**src/lpml_pkg.sv**
```systemverilog
// ----------------------------------------------------------------------------
// lpml_pkg: shared types and constants of the route lookup unit
// Field widths, command codes, the queue item and the stored route entry.
// ----------------------------------------------------------------------------
package lpml_pkg;

    localparam int ADDR_W            = 32;
    localparam int INDEX_W           = 5;
    localparam int LEN_W             = 6;
    localparam int MAX_SLOTS         = 1 << INDEX_W;
    localparam int ROUTE_ENTRIES_DEF = 32;
    localparam int QUEUE_DEPTH       = 2;
    localparam int QPTR_W            = 1;
    localparam int QCNT_W            = $clog2(QUEUE_DEPTH + 1);

    typedef enum logic [0:0] {
        OP_WRITE  = 1'b0,
        OP_LOOKUP = 1'b1
    } t_op;

    // One queued transaction, classified by the front end.
    typedef struct packed {
        t_op                 op;
        logic [INDEX_W-1:0]  entry_index;
        logic [ADDR_W-1:0]   route_prefix;
        logic [ADDR_W-1:0]   route_mask;
        logic [LEN_W-1:0]    mask_len;
        logic                entry_valid;
        logic [ADDR_W-1:0]   lookup_addr;
    } t_item;

    // One route entry as held in the table memory.
    typedef struct packed {
        logic [ADDR_W-1:0] prefix;
        logic [ADDR_W-1:0] mask;
        logic [LEN_W-1:0]  len;
    } t_entry;

    typedef struct packed {
        logic              full;
        logic              empty;
        logic [QCNT_W-1:0] count;
    } t_q_status;

    // Population count as a five-level adder tree.
    function automatic logic [LEN_W-1:0] popcount32(input logic [ADDR_W-1:0] v);
        logic [ADDR_W-1:0] s1;
        logic [ADDR_W-1:0] s2;
        logic [ADDR_W-1:0] s3;
        logic [ADDR_W-1:0] s4;
        logic [ADDR_W-1:0] s5;
        s1 = (v  & 32'h5555_5555) + ((v  >> 1)  & 32'h5555_5555);
        s2 = (s1 & 32'h3333_3333) + ((s1 >> 2)  & 32'h3333_3333);
        s3 = (s2 & 32'h0F0F_0F0F) + ((s2 >> 4)  & 32'h0F0F_0F0F);
        s4 = (s3 & 32'h00FF_00FF) + ((s3 >> 8)  & 32'h00FF_00FF);
        s5 = (s4 & 32'h0000_FFFF) + ((s4 >> 16) & 32'h0000_FFFF);
        return s5[LEN_W-1:0];
    endfunction

endpackage

```
**src/lpml_ram.sv**
```systemverilog
// ----------------------------------------------------------------------------
// lpml_ram: generic single-write, single-read RAM
// One write port, one read port with registered read data.
// ----------------------------------------------------------------------------
module lpml_ram #(
    parameter int WIDTH = 8,
    parameter int DEPTH = 32
) (
    input  logic                                      i_clk,
    input  logic                                      i_we,
    input  logic [((DEPTH > 1) ? $clog2(DEPTH) : 1)-1:0] i_waddr,
    input  logic [WIDTH-1:0]                          i_wdata,
    input  logic                                      i_re,
    input  logic [((DEPTH > 1) ? $clog2(DEPTH) : 1)-1:0] i_raddr,
    output logic [WIDTH-1:0]                          o_rdata
);

    logic [WIDTH-1:0] r_mem [DEPTH];
    logic [WIDTH-1:0] r_rdata;

    always_ff @(posedge i_clk) begin
        if (i_we) begin
            r_mem[i_waddr] <= i_wdata;
        end
        if (i_re) begin
            r_rdata <= r_mem[i_raddr];
        end
    end

    assign o_rdata = r_rdata;

endmodule

```
**src/lpml_front.sv**
```systemverilog
// ----------------------------------------------------------------------------
// lpml_front: input acceptance and classification
// Accept transactions while the queue has room, drop out-of-range writes,
// precompute the mask length of writes and push the rest into the queue.
// ----------------------------------------------------------------------------
module lpml_front #(
    parameter int DEPTH = lpml_pkg::MAX_SLOTS
) (
    input  logic                              i_valid,
    output logic                              o_stall,
    input  logic                              i_cmd,
    input  logic [lpml_pkg::INDEX_W-1:0]      i_entry_index,
    input  logic [lpml_pkg::ADDR_W-1:0]       i_route_prefix,
    input  logic [lpml_pkg::ADDR_W-1:0]       i_route_mask,
    input  logic                              i_entry_valid,
    input  logic [lpml_pkg::ADDR_W-1:0]       i_lookup_addr,
    input  lpml_pkg::t_q_status               i_q_status,
    output logic                              o_push,
    output lpml_pkg::t_item                   o_item
);

    logic w_keep;
    logic w_accept;

    assign o_stall  = i_q_status.full;
    assign w_accept = i_valid && !i_q_status.full;

    always_comb begin
        w_keep = 1'b1;
        unique case (lpml_pkg::t_op'(i_cmd))
            lpml_pkg::OP_WRITE:  w_keep = (int'(i_entry_index) < DEPTH);
            lpml_pkg::OP_LOOKUP: w_keep = 1'b1;
            default:             w_keep = 1'b1;
        endcase
    end

    assign o_push = w_accept && w_keep;

    always_comb begin
        o_item.op           = lpml_pkg::t_op'(i_cmd);
        o_item.entry_index  = i_entry_index;
        o_item.route_prefix = i_route_prefix;
        o_item.route_mask   = i_route_mask;
        o_item.mask_len     = lpml_pkg::popcount32(i_route_mask);
        o_item.entry_valid  = i_entry_valid;
        o_item.lookup_addr  = i_lookup_addr;
    end

endmodule

```
**src/lpml_queue.sv**
```systemverilog
// ----------------------------------------------------------------------------
// lpml_queue: short FIFO between front end and lookup engine
// Holds classified transactions so each side can stall on its own.
// ----------------------------------------------------------------------------
module lpml_queue (
    input  logic                  i_clk,
    input  logic                  i_rst_n,
    input  logic                  i_push,
    input  lpml_pkg::t_item       i_item,
    input  logic                  i_pop,
    output lpml_pkg::t_item       o_head,
    output lpml_pkg::t_q_status   o_status
);

    lpml_pkg::t_item                  r_mem [lpml_pkg::QUEUE_DEPTH];
    logic [lpml_pkg::QPTR_W-1:0]      r_wr_ptr;
    logic [lpml_pkg::QPTR_W-1:0]      r_rd_ptr;
    logic [lpml_pkg::QCNT_W-1:0]      r_count;

    always_ff @(posedge i_clk) begin
        if (i_push) begin
            r_mem[r_wr_ptr] <= i_item;
        end
        if (!i_rst_n) begin
            r_wr_ptr <= '0;
            r_rd_ptr <= '0;
            r_count  <= '0;
        end else begin
            if (i_push) begin
                r_wr_ptr <= r_wr_ptr + 1'b1;
            end
            if (i_pop) begin
                r_rd_ptr <= r_rd_ptr + 1'b1;
            end
            if (i_push && !i_pop) begin
                r_count <= r_count + 1'b1;
            end else if (i_pop && !i_push) begin
                r_count <= r_count - 1'b1;
            end
        end
    end

    assign o_head         = r_mem[r_rd_ptr];
    assign o_status.full  = (r_count == lpml_pkg::QCNT_W'(lpml_pkg::QUEUE_DEPTH));
    assign o_status.empty = (r_count == '0);
    assign o_status.count = r_count;

endmodule

```
**src/lpml_back.sv**
```systemverilog
// ----------------------------------------------------------------------------
// lpml_back: route table and sequential match engine
// Apply writes to the table, scan the table one entry per cycle for lookups
// and hold the best match in an output register.
// ----------------------------------------------------------------------------
module lpml_back #(
    parameter int DEPTH = lpml_pkg::MAX_SLOTS
) (
    input  logic                           i_clk,
    input  logic                           i_rst_n,
    input  lpml_pkg::t_item                i_item,
    input  lpml_pkg::t_q_status            i_q_status,
    output logic                           o_pop,
    output logic                           o_valid,
    input  logic                           i_stall,
    output logic                           o_hit,
    output logic [lpml_pkg::INDEX_W-1:0]   o_match_index,
    output logic [lpml_pkg::LEN_W-1:0]     o_prefix_len
);

    localparam int IW = (DEPTH > 1) ? $clog2(DEPTH) : 1;
    localparam int CW = $clog2(DEPTH + 1);
    localparam int EW = $bits(lpml_pkg::t_entry);

    typedef enum logic [1:0] {
        S_IDLE,
        S_SCAN,
        S_RESULT
    } t_state;

    t_state                          r_state;
    logic [DEPTH-1:0]                r_valid;
    logic [CW-1:0]                   r_cnt;
    logic                            r_cmp_vld;
    logic [IW-1:0]                   r_cmp_idx;
    logic [lpml_pkg::ADDR_W-1:0]     r_addr;
    logic                            r_found;
    logic [IW-1:0]                   r_best_idx;
    logic [lpml_pkg::LEN_W-1:0]      r_best_len;
    logic                            r_out_vld;
    logic                            r_hit;
    logic [lpml_pkg::INDEX_W-1:0]    r_idx_out;
    logic [lpml_pkg::LEN_W-1:0]      r_len_out;

    logic                            w_issue;
    logic                            w_we;
    logic [IW-1:0]                   w_widx;
    lpml_pkg::t_entry                w_wentry;
    logic [EW-1:0]                   w_rdata;
    lpml_pkg::t_entry                w_rentry;
    logic                            w_match;
    logic                            w_better;
    logic                            w_load;

    assign o_pop   = (r_state == S_IDLE) && !i_q_status.empty;
    assign w_we    = o_pop && (i_item.op == lpml_pkg::OP_WRITE);
    assign w_widx  = i_item.entry_index[IW-1:0];
    assign w_issue = (r_state == S_SCAN) && (r_cnt < CW'(DEPTH));
    // load the output register once it is free or being drained
    assign w_load  = (r_state == S_RESULT) && (!r_out_vld || !i_stall);

    always_comb begin
        w_wentry.prefix = i_item.route_prefix;
        w_wentry.mask   = i_item.route_mask;
        w_wentry.len    = i_item.mask_len;
    end

    lpml_ram #(
        .WIDTH (EW),
        .DEPTH (DEPTH)
    ) u_table (
        .i_clk   (i_clk),
        .i_we    (w_we),
        .i_waddr (w_widx),
        .i_wdata (w_wentry),
        .i_re    (w_issue),
        .i_raddr (r_cnt[IW-1:0]),
        .o_rdata (w_rdata)
    );

    assign w_rentry = lpml_pkg::t_entry'(w_rdata);
    assign w_match  = r_cmp_vld && r_valid[r_cmp_idx] &&
                      ((r_addr & w_rentry.mask) == w_rentry.prefix);
    // strictly longer wins, so the lowest slot keeps a tie
    assign w_better = w_match && (!r_found || (w_rentry.len > r_best_len));

    always_ff @(posedge i_clk) begin
        if (!i_rst_n) begin
            r_state   <= S_IDLE;
            r_valid   <= '0;
            r_cnt     <= '0;
            r_cmp_vld <= 1'b0;
            r_found   <= 1'b0;
            r_out_vld <= 1'b0;
        end else begin
            if (w_load) begin
                r_out_vld <= 1'b1;
            end else if (r_out_vld && !i_stall) begin
                r_out_vld <= 1'b0;
            end
            unique case (r_state)
                S_IDLE: begin
                    if (!i_q_status.empty) begin
                        if (i_item.op == lpml_pkg::OP_WRITE) begin
                            r_valid[w_widx] <= i_item.entry_valid;
                        end else begin
                            r_addr    <= i_item.lookup_addr;
                            r_cnt     <= '0;
                            r_cmp_vld <= 1'b0;
                            r_found   <= 1'b0;
                            r_state   <= S_SCAN;
                        end
                    end
                end
                S_SCAN: begin
                    r_cmp_vld <= w_issue;
                    r_cmp_idx <= r_cnt[IW-1:0];
                    if (w_issue) begin
                        r_cnt <= r_cnt + 1'b1;
                    end
                    if (w_better) begin
                        r_found    <= 1'b1;
                        r_best_idx <= r_cmp_idx;
                        r_best_len <= w_rentry.len;
                    end
                    if (r_cnt == CW'(DEPTH)) begin
                        r_state <= S_RESULT;
                    end
                end
                S_RESULT: begin
                    if (w_load) begin
                        r_hit     <= r_found;
                        r_idx_out <= r_found ? lpml_pkg::INDEX_W'(r_best_idx) : '0;
                        r_len_out <= r_found ? r_best_len : '0;
                        r_state   <= S_IDLE;
                    end
                end
                default: r_state <= S_IDLE;
            endcase
        end
    end

    assign o_valid       = r_out_vld;
    assign o_hit         = r_hit;
    assign o_match_index = r_idx_out;
    assign o_prefix_len  = r_len_out;

endmodule

```
**src/longest_prefix_match_lookup_unit.sv**
```systemverilog
// ----------------------------------------------------------------------------
// longest_prefix_match_lookup_unit: IPv4 longest-prefix-match route engine
//
// Input channel (i_valid / o_stall) carries write and lookup transactions.
// A write (i_cmd = 0) stores prefix, mask and valid at i_entry_index and
// produces no result; a write to a slot at or above ROUTE_ENTRIES is dropped.
// A lookup (i_cmd = 1) produces exactly one result transaction on the output
// channel (o_valid / i_stall): hit, index of the best match and its mask bit
// count. The longest mask wins, the lowest slot wins a tie; without a hit
// the index and length read zero.
// A two-entry queue parts the front end from the lookup engine, so new
// transactions are taken while a lookup runs or a result waits.
// The engine takes one transaction at a time from the queue: a write is applied
// as it is taken, while a lookup holds the engine for a full table scan
// (DEPTH = ROUTE_ENTRIES capped at 32) through the table memory's single read
// port, one entry per cycle. A lookup reaches o_valid through the queue, the
// table scan and the output register. A stalled result holds in the output
// register; the engine finishes the next lookup and waits before loading its result.
// Reset (synchronous, active low) marks every table entry invalid and
// empties the queue; no clearing pass is needed.
// ----------------------------------------------------------------------------
module longest_prefix_match_lookup_unit #(
    parameter int ROUTE_ENTRIES = lpml_pkg::ROUTE_ENTRIES_DEF
) (
    input  logic                           i_clk,
    input  logic                           i_rst_n,
    // input channel
    input  logic                           i_valid,
    output logic                           o_stall,
    input  logic                           i_cmd,
    input  logic [lpml_pkg::INDEX_W-1:0]   i_entry_index,
    input  logic [lpml_pkg::ADDR_W-1:0]    i_route_prefix,
    input  logic [lpml_pkg::ADDR_W-1:0]    i_route_mask,
    input  logic                           i_entry_valid,
    input  logic [lpml_pkg::ADDR_W-1:0]    i_lookup_addr,
    // result channel
    output logic                           o_valid,
    input  logic                           i_stall,
    output logic                           o_hit,
    output logic [lpml_pkg::INDEX_W-1:0]   o_match_index,
    output logic [lpml_pkg::LEN_W-1:0]     o_prefix_len
);

    // Only slots reachable by the 5-bit index can ever hold a route.
    localparam int DEPTH = (ROUTE_ENTRIES < lpml_pkg::MAX_SLOTS) ?
                           ROUTE_ENTRIES : lpml_pkg::MAX_SLOTS;

    logic                  w_push;
    logic                  w_pop;
    lpml_pkg::t_item       w_push_item;
    lpml_pkg::t_item       w_head;
    lpml_pkg::t_q_status   w_q_status;

    // Front end: accept, drop out-of-range writes, count mask bits.
    lpml_front #(
        .DEPTH (DEPTH)
    ) u_front (
        .i_valid        (i_valid),
        .o_stall        (o_stall),
        .i_cmd          (i_cmd),
        .i_entry_index  (i_entry_index),
        .i_route_prefix (i_route_prefix),
        .i_route_mask   (i_route_mask),
        .i_entry_valid  (i_entry_valid),
        .i_lookup_addr  (i_lookup_addr),
        .i_q_status     (w_q_status),
        .o_push         (w_push),
        .o_item         (w_push_item)
    );

    // Queue: decouple acceptance from the table scan.
    lpml_queue u_queue (
        .i_clk    (i_clk),
        .i_rst_n  (i_rst_n),
        .i_push   (w_push),
        .i_item   (w_push_item),
        .i_pop    (w_pop),
        .o_head   (w_head),
        .o_status (w_q_status)
    );

    // Back end: apply writes, scan the table for lookups, hold the result.
    lpml_back #(
        .DEPTH (DEPTH)
    ) u_back (
        .i_clk         (i_clk),
        .i_rst_n       (i_rst_n),
        .i_item        (w_head),
        .i_q_status    (w_q_status),
        .o_pop         (w_pop),
        .o_valid       (o_valid),
        .i_stall       (i_stall),
        .o_hit         (o_hit),
        .o_match_index (o_match_index),
        .o_prefix_len  (o_prefix_len)
    );

    // A miss reports zero index and zero length.
    a_miss_zero: assert property (@(posedge i_clk) disable iff (!i_rst_n)
        (o_valid && !o_hit) |-> (o_match_index == '0 && o_prefix_len == '0))
        else $error("miss result carries nonzero fields");

    // A reported length never exceeds the address width.
    a_len_range: assert property (@(posedge i_clk) disable iff (!i_rst_n)
        o_valid |-> (o_prefix_len <= lpml_pkg::LEN_W'(lpml_pkg::ADDR_W)))
        else $error("prefix length out of range");

    // The queue never holds more than its depth.
    a_queue_bound: assert property (@(posedge i_clk) disable iff (!i_rst_n)
        w_q_status.count <= lpml_pkg::QCNT_W'(lpml_pkg::QUEUE_DEPTH))
        else $error("queue overflow");

    // Nothing is popped from an empty queue.
    a_no_empty_pop: assert property (@(posedge i_clk) disable iff (!i_rst_n)
        w_pop |-> !w_q_status.empty)
        else $error("pop from empty queue");

endmodule
```
**config.mk**
```make
export PLATFORM = sky130hd
export DESIGN_NAME = longest_prefix_match_lookup_unit
export DESIGN_NICKNAME = d
export VERILOG_FILES = /design/src/lpml_pkg.sv /design/src/lpml_ram.sv /design/src/lpml_front.sv /design/src/lpml_queue.sv /design/src/lpml_back.sv /design/src/longest_prefix_match_lookup_unit.sv
export SDC_FILE = /design/constraint.sdc
export NUM_CORES = 2
export LEC_CHECK = 0
export ABC_CLOCK_PERIOD_IN_PS = 16900
export BUFFER_PORTS_ARGS = -buffer_cell sky130_fd_sc_hd__buf_2
export CAP_MARGIN = 0
export CORE_MARGIN = 2
export CORE_UTILIZATION = 23
export DETAILED_ROUTE_END_ITERATION = 7
export SKIP_LAST_GASP = 1
export SYNTH_ARGS = -nofsm -noshare
export SYNTH_HDL_FRONTEND = slang
export SYNTH_SLANG_ARGS = --single-unit
```
**constraint.sdc**
```tcl
create_clock -name i_clk -period 16.9 [get_ports i_clk]
set_input_delay 3.38 -clock i_clk [delete_from_list [all_inputs] [get_ports i_clk]]
set_output_delay 3.38 -clock i_clk [all_outputs]
set_load 0.02 [all_outputs]
```
# [Yosys cells after proc, flatten, opt, wreduce, memory -nomap -nowiden]
# Memories as Yosys holds them, arrays and structs flattened. A register that Yosys moved wholly into a read port is not among the register bits.
# Index checks and enable logic that the tools add are counted.
[totals] ff_bits=107 ram_bits=2458 out_inout_bits=14 memories=2
[mem_list] name="u_back.u_table.r_mem" depth=32 word_bits=70 read_ports=1 rd_ports_with_merged_regs=1 write_ports=1 line_no="lpml_ram.sv:18" rtl="logic [WIDTH-1:0] r_mem [DEPTH];"
[mem_list] name="u_queue.r_mem" depth=2 word_bits=109 read_ports=1 rd_ports_with_merged_regs=1 write_ports=1 line_no="lpml_queue.sv:15" rtl="lpml_pkg::t_item r_mem [lpml_pkg::QUEUE_DEPTH];"
[classes] addsub=10 magnitude_cmp=5 eq_ne=11 n_mux=29 n_bitwise=3 reduce_logical=35
[ops] cell="31-bit by 31-bit adder with 32-bit output" count=1
[ops] cell="32-bit bitwise AND" count=1
[ops] cell="32-bit bitwise mux" count=1
[ops] cell="32-bit == test" count=1
[ops] cell="30-bit by 30-bit adder with 31-bit output" count=1
[ops] cell="28-bit by 27-bit adder with 29-bit output" count=1
[ops] cell="22-bit by 21-bit adder with 22-bit output" count=1
[ops] cell="6-bit two-way mux" count=3
[ops] cell="4-bit AND reduction" count=4
[ops] cell="1-bit two-way mux" count=13
[ops] cell="1-bit logical AND" count=12
[ops] cell="5-bit by 6-bit less-than comparator with 1-bit output, second input constant" count=2
[ops] cell="2-bit two-way mux" count=6
[ops] cell="6-bit one-hot mux with 2 select lines" count=1
[ops] cell="3-bit AND reduction" count=4
[ops] cell="1-bit logical NOT" count=7
[ops] cell="6-bit by 1-bit adder with 6-bit output, second input constant" count=1
[ops] cell="6-bit adder" count=1
[ops] cell="6-bit == test, second input constant" count=1
[ops] cell="6-bit greater-than comparator" count=1
[ops] cell="6-bit less-than comparator, second input constant" count=1
[ops] cell="2-bit by 1-bit != test with 1-bit output, second input constant" count=3
[ops] cell="2-bit != test, second input constant" count=3
[ops] cell="2-bit one-hot mux with 3 select lines" count=1
[ops] cell="other kinds (14)" count=22

# [Longest topological paths before layout]
[depth] depth_word=7 ltp_mapped=15 ltp_nobuf=15

# [Hierarchy]
# Synthesis repeated with hierarchy kept, for this count alone.
[hier_totals] cells_unflattened=4383 hier_area_um2=101970.3
[modules_own_cells] module="lpml_ram" n_inst=1 cells_per_inst=3388 area_per_inst_um2=87079.8
[modules_own_cells] module="lpml_queue" n_inst=1 cells_per_inst=361 area_per_inst_um2=8106.5
[modules_own_cells] module="lpml_back" n_inst=1 cells_per_inst=406 area_per_inst_um2=4735.8
[modules_own_cells] module="lpml_front" n_inst=1 cells_per_inst=228 area_per_inst_um2=2048.2

# [Worst setup path before layout]
# No wires, ideal clock.
[synth_path] kind="input to register" from="input i_valid" to="memory u_queue.r_mem[0][0] in the netlist's numbering (enable)" setup_ns=0.579 t_arrival_ns=8.011 path_slack_ns=8.310 stages=2 path_buffers=0 path_cell_list="nand2_1 > nor2_1"
[synth_via] elab_chain_cells=3
[synth_rtl] item="start: declaration" line_no="longest_prefix_match_lookup_unit.sv:28" rtl="input logic i_valid,"
[synth_rtl] item="1-bit logical AND" line_no="lpml_front.sv:26" rtl="assign w_accept = i_valid && !i_q_status.full;"
[synth_rtl] item="1-bit two-way mux" line_no="lpml_queue.sv:21" rtl="if (i_push) begin"
[synth_rtl] item="1-bit two-way mux (not written as such)" line_no="lpml_queue.sv:22" rtl="r_mem[r_wr_ptr] <= i_item;"
[synth_rtl] item="end: declaration" line_no="lpml_queue.sv:15"
# No other way between the ends.

==> impl_results.md <==
* Post-Synth XOR/XNOR Area at 0.00426
* Final Cycle Share at 0.398
* H-Tree Depth at 5
* Crit-path most repeated cell: ha_1
* Initial antenna violation count at 32
* Drt drc at 0
* First-pass GRT wire length at 378000 µm
* Sink Count at 2636
* Post-synthesis mux area share at 0.178
* Crit path cell chain: buf_2 > ha_1 > ha_1 > fa_1 > fa_1 > xor2_1 > ha_1 > xor2_1 > ha_1 > a21oi_1 > nor2b_1 > o21ai_0 > nand2b_1
* Port Buffers at 120
* Synth top area cells: edfxtp_1 (77%), mux4_2 (16%), mux2_2 (2.0%)
* Adder-cell share of the synthesized area at 0.0102
* Main combinational cell family by area after synthesis: multiplexers
* Drt total wl at 274000 µm
* YS warnings at 0
* Number of global-route vias before repair at 47400
* Leakage at 34.9 nW
* CTS tree: built
* Die Height at 666 µm
* CP Launch Type: primary input
* Clock slew at reported path FFs at 0.06 ns
* CP Max Fanout at 3
* HPWL Detailed at 147000 µm
* Worst IR drop on VDD at 0.0000868 V
* Area grow syn2layout at 16.9%
* Num rows at 242
* Met3 GRT Util at 0.0203
* PwrDens at 141 nW/µm²
* Status: completed
* Synth top area share at 0.772
* Die area at 443000 µm²
* Final Critical Period at 6.73 ns
* Vias post-DR at 46000
* Register bit count reported by yosys at 2636
* Clk Latency, worst-skew pair at 0.94 ns
* Post-CTS Setup Inserts at 0
* Initial Util at 0.231
* Final hold vios at 0
* Initial DRC Count at 5002
* Largest area contributor in the netlist: edfxtp_1
* Post-CTS sizing at 0
* FF-to-FF setup slack at 11.08 ns
* GRT Total Usage at 0.120
* Vias/cell at 4.40
* Clock Path Buffers at 4
* Hold worst-path end: u_back.r_best_len[3]
* Post-synth EDFFs at 2588
* Post-CTS Hold Fix Bufs at 0
* Largest net degree at the start of global routing at 91
* Met1 GRT Util at 0.149
* Crit end category: flip-flop
* CTS buffer count at 280
* Setup TNS at 0 ns
* Worst hold path depth at 0
* Final core occ at 0.270
* Reg2Reg Depth at 7
* Core ar. at 435000 µm²
* Overflow after GRT at 0
* Worst Tran Pin Value at 1.15 ns
* WP data arrival at 7.34 ns
* Fin nets at 4669
* Min-delay src: u_back.u_table.o_rdata[3]
* Post-synth net total at 4350
* Layout cells sized above 1 at 0.331
* Netlist cell types at 47
* Pins over their slew limit at 0
* Wire per inst at 26.2 µm
* CTS Root Cell: clkbuf_16
* Clock skew at 0.0964 ns
* Top achievable clock speed at 0.149 GHz
* RSZ-0062 raised after global routing: false
* Fillers at 42400
* Die Width at 666 µm
* Slew HR at 0.234
* CP bufs+invs at 1
* Compound-Gate Fraction of Synth Area at 0.00396
* FF-to-FF End: u_back.u_table.o_rdata[43]
* Simple-gate area share of the yosys netlist at 0.0118
* Syn_area_per_cell at 24.1 µm²
* Worst min path class: reg2reg
* Register area share after synthesis at 0.781
* Max-Cap Viols at 0
* Most common cell in the netlist: edfxtp_1
* Grt peak-use layer: met2
* RePlAce Congestion at 0.754
* Setup Crit Path Kind: in2reg
* CP top delay family: adder cells
* Post-DRT Antenna Nets at 0
* Final setup vio count at 0
* R2R Path Start: u_back.r_cnt[0]
* Drt pass-1 iters at 7
* Async SR Flop Fraction at 0
* Met2 Use GR at 0.214
* Max stage delay on crit path at 0.82 ns
* Main flop type after synthesis: edfxtp_1
* Synth top cells by count: edfxtp_1 (2588), mux4_2 (709), mux2_2 (175)
* Synthesized area at 101000 µm²
* Critical path required time at 17.51 ns
* Mapped Cells at 4170
* Num ports at 121
* Critical-path top delay cell: xor2_1
## kinds of logic (layout without fill, tap and decap cells)
group | Yosys count | in the layout
adder cells (fa/ha/maj) | 73 | 73
XOR/XNOR | 49 | 49
other | 0 | 2
AO/OA/AOI/OAI | 61 | 61
multiplexers | 887 | 887
AND/OR/NAND/NOR | 239 | 239
buffers and inverters | 225 | 766
flip-flops | 2636 | 2636
## per-stage QoR
step	power [mW]	cells	hold WS [ns]	worst slack, ns	area [µm²]
6_report	16.5	10400	0.462	10.17	118000
3_3_place_gp	10.7	9941	0.446	9.14	109000
2_1_floorplan	9.86	4170	0.403	8.31	101000
3_5_place_dp	10.7	9941	0.449	9.21	109000
4_1_cts	16.7	10400	0.466	10.14	118000
5_1_grt	17.1	10400	0.489	10.08	118000
## sequential cells by signal, summed over array words and instances, names as in the netlist, 6 cells and up, named ones only
register,cells
u_back.u_table.o_rdata,70
u_back.u_table.r_mem,2240
u_back.o_prefix_len,6
u_back.r_addr,32
u_back.r_valid,32
u_back.r_best_len,6
u_back.r_cnt,6
u_queue.r_mem,218
## worst reg2reg max path, delay by kind of cell, from the launching register on
kind	cells	cell delay (ns)
buffers and inverters	4	3.29
flip-flops	1	0.87
multiplexers	3	1.39
## cell type report
type	count	area, µm²	share of cell area
antenna	2	5.00	0.0000425
multi-input combinational	1309	21300	0.181
tap	5734	7170	0.0610
inverter	31	119	0.00101
clock inverter	159	1600	0.0136
sequential	2636	78700	0.669
clock buffer	345	7350	0.0625
timing repair buffer	231	1470	0.0125
## layer usage
layer | vias to the layer above | part of all wire
li1 | 18400 | -
met1 | 25300 | 0.39
met2 | 1812 | 0.52
met3 | 395 | 0.063
met4 | 8 | 0.028
met5 | - | 0.00020
## worst max-delay path by stage
stage,start,endpoint,depth (start not counted)
floorplan,i_valid,u_queue.r_mem[0][0],2
finish,i_route_mask[0],u_queue.r_mem[1][38],13
global placement,i_route_mask[0],u_queue.r_mem[0][38],13
CTS,i_route_mask[0],u_queue.r_mem[0][38],13
detailed placement,i_route_mask[0],u_queue.r_mem[0][38],13
global route,i_route_mask[0],u_queue.r_mem[1][38],13
## power by group
part	switching [mW]	total [mW]	internal, mW	leakage (nW)
combinational	1.49	2.38	0.884	6.76
sequential	0.138	8.17	8.03	23.8
clock	2.59	6.00	3.41	4.33
## cell usage in the layout, fill, tap and decap left out, types with 8 or more instances in the layout
master,count
nand2_1,59
edfxtp_1,2588
nor2_4,33
o21ai_0,15
clkbuf_1,58
buf_2,120
clkinv_1,50
xnor2_1,10
nor2_1,37
mux2_2,175
clkinvlp_4,13
ha_1,58
inv_6,8
and2_1,11
nand4_1,9
bufinv_16,18
clkbuf_16,283
fa_1,15
xor2_1,39
buf_4,108
inv_1,30
a21boi_0,11
nand2b_1,8
dfxtp_1,42
clkinv_8,9
clkinv_2,42
a21o_1,14
nor3_1,27
nor3b_1,26
mux4_2,709
Note: power is estimated with default switching activity, not from simulation.
